[src/sv/tbwpr_pkg.sv]
// ----------------------------------------------------------------------------
// tbwpr_pkg
// Shared constants and types for the three-band peak/RMS block.
// ----------------------------------------------------------------------------
package tbwpr_pkg;

    localparam int SAMPLE_BITS_DEF = 16;
    localparam int MAX_WINDOW_DEF  = 4096;
    localparam int COEF_BITS_DEF   = 16;

    localparam int STATE_BITS = 20;
    localparam int SUM_BITS   = 48;
    localparam int WIN_BITS   = 20;
    localparam int CFG_BITS   = 17;
    localparam int LEN_BITS   = 13;
    localparam int ADDR_BITS  = 4;

    localparam logic [ADDR_BITS-1:0] REG_LOW    = 4'h0;
    localparam logic [ADDR_BITS-1:0] REG_HIGH   = 4'h4;
    localparam logic [ADDR_BITS-1:0] REG_LEN    = 4'h8;
    localparam logic [ADDR_BITS-1:0] REG_STEREO = 4'hC;

    // square-root/divide unit control
    typedef struct packed {
        logic start;
        logic busy;
        logic done;
    } unit_ctl_t;

endpackage

[src/sv/tbwpr_rms_unit.sv]
// ----------------------------------------------------------------------------
// tbwpr_rms_unit
// Iterative floor(sqrt(floor(sum / count))) saturated to 16 bits.
// Restoring divide (one quotient bit per cycle), then one root bit per cycle.
// ----------------------------------------------------------------------------
module tbwpr_rms_unit
    import tbwpr_pkg::*;
#(
    parameter int CNT_BITS = 17
)
(
    input  logic                clk,
    input  logic                rst_n,
    input  logic                start,
    input  logic [SUM_BITS-1:0] sum,
    input  logic [CNT_BITS-1:0] count,
    output logic                done,
    output logic [15:0]         root
);

    typedef enum logic [3:0]
    {
        U_IDLE = 4'b0001,
        U_DIV  = 4'b0010,
        U_SQRT = 4'b0100,
        U_DONE = 4'b1000
    } ustate_t;

    ustate_t              state_reg, state_next;
    logic [SUM_BITS-1:0]  q_reg, q_next;
    logic [CNT_BITS:0]    rem_reg, rem_next;
    logic [CNT_BITS-1:0]  den_reg, den_next;
    logic [5:0]           cnt_reg, cnt_next;
    logic [SUM_BITS-1:0]  v_reg, v_next;
    logic [SUM_BITS-1:0]  r_reg, r_next;
    logic [SUM_BITS-1:0]  bit_reg, bit_next;
    logic [CNT_BITS:0]    shl;
    logic [SUM_BITS-1:0]  rb;

    always_comb
    begin
        state_next = state_reg;
        q_next     = q_reg;
        rem_next   = rem_reg;
        den_next   = den_reg;
        cnt_next   = cnt_reg;
        v_next     = v_reg;
        r_next     = r_reg;
        bit_next   = bit_reg;
        shl        = {rem_reg[CNT_BITS-1:0], q_reg[SUM_BITS-1]};
        rb         = r_reg + bit_reg;
        case (state_reg)
            U_IDLE:
            begin
                if (start)
                begin
                    q_next     = sum;
                    rem_next   = '0;
                    den_next   = count;
                    cnt_next   = 6'(SUM_BITS - 1);
                    state_next = U_DIV;
                end
            end
            U_DIV:
            begin
                q_next = {q_reg[SUM_BITS-2:0], 1'b0};
                if (shl >= {1'b0, den_reg})
                begin
                    rem_next  = shl - {1'b0, den_reg};
                    q_next[0] = 1'b1;
                end
                else
                begin
                    rem_next = shl;
                end
                cnt_next = cnt_reg - 6'd1;
                if (cnt_reg == '0)
                begin
                    v_next     = q_next;
                    r_next     = '0;
                    bit_next   = SUM_BITS'(1) << (SUM_BITS - 2);
                    state_next = U_SQRT;
                end
            end
            U_SQRT:
            begin
                if (bit_reg == '0)
                begin
                    state_next = U_DONE;
                end
                else
                begin
                    if (v_reg >= rb)
                    begin
                        v_next = v_reg - rb;
                        r_next = (r_reg >> 1) + bit_reg;
                    end
                    else
                    begin
                        r_next = r_reg >> 1;
                    end
                    bit_next = bit_reg >> 2;
                end
            end
            U_DONE:
            begin
                state_next = U_IDLE;
            end
            default:
            begin
                state_next = U_IDLE;
            end
        endcase
    end

    always_ff @(posedge clk or negedge rst_n)
    begin
        if (!rst_n)
        begin
            state_reg <= U_IDLE;
        end
        else
        begin
            state_reg <= state_next;
        end
    end

    always_ff @(posedge clk)
    begin
        q_reg   <= q_next;
        rem_reg <= rem_next;
        den_reg <= den_next;
        cnt_reg <= cnt_next;
        v_reg   <= v_next;
        r_reg   <= r_next;
        bit_reg <= bit_next;
    end

    assign done = (state_reg == U_DONE);
    assign root = (r_reg > SUM_BITS'(16'hFFFF)) ? 16'hFFFF : r_reg[15:0];

endmodule

[config.mk]
export PLATFORM = sky130hd
export DESIGN_NAME = tbwpr_rms_unit
export DESIGN_NICKNAME = d
export VERILOG_FILES = /design/src/sv/tbwpr_pkg.sv /design/src/sv/tbwpr_rms_unit.sv
export SDC_FILE = /design/constraint.sdc
export NUM_CORES = 1
export LEC_CHECK = 0
export ABC_AREA = 1
export BUFFER_PORTS_ARGS = -buffer_cell sky130_fd_sc_hd__buf_2
export CAP_MARGIN = 20
export CORE_MARGIN = 10
export CORE_UTILIZATION = 30
export DETAILED_ROUTE_END_ITERATION = 8
export HOLD_SLACK_MARGIN = 0.12
export REMOVE_ABC_BUFFERS = 1
export SKIP_CTS_REPAIR_TIMING = 1
export SYNTH_ARGS = -nofsm -noshare
export SYNTH_HDL_FRONTEND = slang
export SYNTH_SLANG_ARGS = --single-unit
[constraint.sdc]
create_clock -name clk -period 7.1 [get_ports clk]
set_input_delay 0.71 -clock clk [delete_from_list [all_inputs] [get_ports clk]]
set_output_delay 0.71 -clock clk [all_outputs]
set_load 0.01 [all_outputs]
==> summary.txt <==
setup repair after global routing missed its margin: false
vias in the first global route: 18,841
final instance area: 22,020 um2
Worst-Skew Late Latency: 0.59 ns
DIE AREA: 77,260 um2
Power Density: 449.6 nW/um2
Max Cap Violations: 0
total wire length: 66,780 um
initial DRC count: 1,647
worst-case vdd ir drop: 0.2212 mV
slowest cell delay on critical path: 0.56 ns
DP Area: 21,230 um2
CTS sink cnt: 212
via count: 19,769
grt ovf: 0
largest net degree at the start of global routing: 96
total iterations of the first detailed-routing run: 5
Worst-Margin Slew: 1.043 ns
Reg clk slew, reported paths: 0.06 ns
busiest grt layer: met2
cell mode on critical path: nand2_1
Post-synth EDFFs: 208
post-synthesis async set-or-reset flop share: 0.01887
Synth warnings: 0
Die H: 278.0 um
Hold Path Class: input pin to flip-flop
HPWL Detailed: 53,860 um
GR Util met2: 0.2761
P&R area growth vs syn: 10.32%
# DRC: 0
M3 GR Usage: 0.01711
FF+latch count, synth: 212
Top FF cell, synth: edfxtp_1
CTS Buf Count: 26
slowest cell on the critical path: edfxtp_1
first-pass GRT wire length: 103,700 um
Pint: 4.638 mW
fin. max-slew vios: 0
Seq. cell area: 6347 um2
gr usage total: 0.1669
fin crit share: 0.7588
Mapped Area: 19,960 um2
Critical Path RT: 7.29 ns
Clock Skew: 0.04850 ns
final setup violation count: 0
final non-filler cell total: 4,047
post-DR vias/cell: 4.885
post-synthesis cell count: 3,119
initial antenna violation count: 0
switching power: 5.262 mW
M1 GR Usage: 0.2277
ANT nets after route: 0
fin crit period: 5.387 ns
Avg Cell Area, Syn: 6.400 um2
PortBufs: 84
Clock power frac: 0.129
Logic pwr share: 0.630
antenna cell count: 0
Pwr Total: 9.901 mW
Max-Slew Margin vs Limit: 0.3049
CTS root buffer: clkbuf_16
sw frac: 0.5315
core area: 65,860 um2
wire per inst: 16.50 um
worst-path cell chain: ha_1 > nand2_1 > o21ai_0 > a21oi_1 > nand2_1 > inv_1 > nor2_1 > o21ai_0 > nand3_1 > nand2_1 > nand2_1 > ha_1 > nand2_1 > nor2_1 > nand2_2 > nor2_4 > inv_2 > nor2_2 > nand2_2 > nand3_2 > nor2_4 > a21oi_4 > buf_4
fmax: 185.6 MHz
Fillers: 7,295
Placed Cells: 4,008
Ports: 85
register area share after synthesis: 0.3180
Synth cell types: 47
share of power burned in registers: 0.241
leak pwr: 10.96 nW
crit path DAT: 5.58 ns
Setup crit start kind: flip-flop
# rows: 94
RD Place Congestion: 0.9759
H-tree levels: 1
layout cells sized above 1: 0.05906
initial core utilization: 0.3031
status: completed
# nets final: 3,360
Setup Crit Path Kind: flip-flop to flip-flop
Worst Setup End Kind: flip-flop
final hold viol count: 0
CTS tree: done
CP max FO: 33
area of the multi-input gates: 11,310 um2
DIE WIDTH: 278.0 um
clk buf depth: 3
[critical path, delay by kind of cell (launching register included)]
| kind | cells | cell delay [ns] |
|---|---|---|
| flops | 1 | 0.56 |
| buf+inv | 3 | 0.66 |
| fa+ha+maj | 2 | 0.76 |
| simple gates | 14 | 1.60 |
| compound gates | 4 | 1.40 |
[power groups by stage]
stage                     clock network [mW]  logic (mW)  registers (mW)
after floorplan                            0        4.46            2.25
after global placement                     0        6.12            2.39
after detailed placement                   0        6.14            2.40
after CTS                               1.31        6.17            2.38
after global routing                    1.36        7.03            2.43
final                                   1.28        6.24            2.39
[final cells by class]
type,count,share of cell area
clock buffer,27,0.02972
clock inverter,11,0.005852
inverter,530,0.09034
multi-input combinational,2308,0.5138
sequential,212,0.2882
tap,864,0.04909
timing repair buffer,95,0.02295
[final timing paths]
check	start	to	slack (ns)	depth (start not counted)
setup reg to reg	r_reg[10]	v_reg[46]	1.71	23
max in group asynchronous	rst_n	state_reg[0]	6.41	2
min in group asynchronous	rst_n	state_reg[2]	0.49	2
hold / removal	count[8]	den_reg[8]	0.29	1
setup / recovery	r_reg[10]	v_reg[46]	1.71	23
hold reg to reg	q_reg[12]	q_reg[13]	0.55	2
[synth_stat cells (7+ instances only)]
library cell  instances  area [um2]
a21o_1                9       67.56
a21oi_1             100       500.5
buf_2                30       150.1
clkbuf_1             26       97.59
edfxtp_1            208        6246
ha_1                117        1464
inv_1               515        1933
inv_2                15       56.30
nand2_1            1125        4223
nand2_2              12       75.07
nand3_1             270        1351
nand3b_1             16       120.1
nand4_1              42       262.8
nor2_1              309        1160
nor2_2                7       43.79
nor3_1               26       130.1
nor4_1               13       81.33
o21ai_0             109       545.5
o21ai_1              14       70.07
o21bai_1             13       97.59
o22ai_1               7       43.79
or2_2                 7       43.79
xnor2_1              28       245.2
xor2_1               53       464.2
[kinds of logic after synthesis]
family                   share of synthesized area
flip-flops                                  0.3180
XOR/XNOR                                   0.03554
buffers and inverters                       0.1171
AO/OA/AOI/OAI                              0.07334
adder cells (fa/ha/maj)                    0.07534
AND/OR/NAND/NOR                             0.3807
[through the flow]
stage	hold slack (ns)	worst slack [ns]	utilization	TNS, ns
2_1_floorplan	0.4144	-7.813	-	-1242.08
3_3_place_gp	0.5204	1.819	0.3223	0
3_5_place_dp	0.5186	1.749	0.3223	0
4_1_cts	-0.1057	1.748	0.3342	0
5_1_grt	0.2816	1.413	0.3343	0
6_report	0.2901	1.713	0.3343	0
[routing by layer]
metal / share of wire / routed length (um)
met1: 0.46 / 30560
met2: 0.46 / 30540
met3: 0.058 / 3854
met4: 0.027 / 1821
met5: 0 / 0
[cell usage in the layout, fill, tap and decap left out, types with 4 or more instances in the layout]
cell type,synthesis,layout
o21bai_1,13,13
o21ai_1,14,14
nor2_2,7,7
clkbuf_16,0,26
inv_2,15,17
nand4_1,42,42
o21ai_0,109,109
edfxtp_1,208,208
xor2_1,53,53
nor4_1,13,13
nand2_2,12,12
o21a_1,6,6
buf_2,30,84
nor2_1,309,309
nand2_1,1125,1124
xnor2_1,28,28
or2_2,7,7
a21oi_1,100,99
inv_1,515,513
buf_4,1,10
nand3b_1,16,16
nand3_1,270,270
nor3_1,26,25
clkinv_2,0,4
a21o_1,9,9
o22ai_1,7,7
ha_1,117,117
Note: power is estimated with default switching activity, not from simulation.
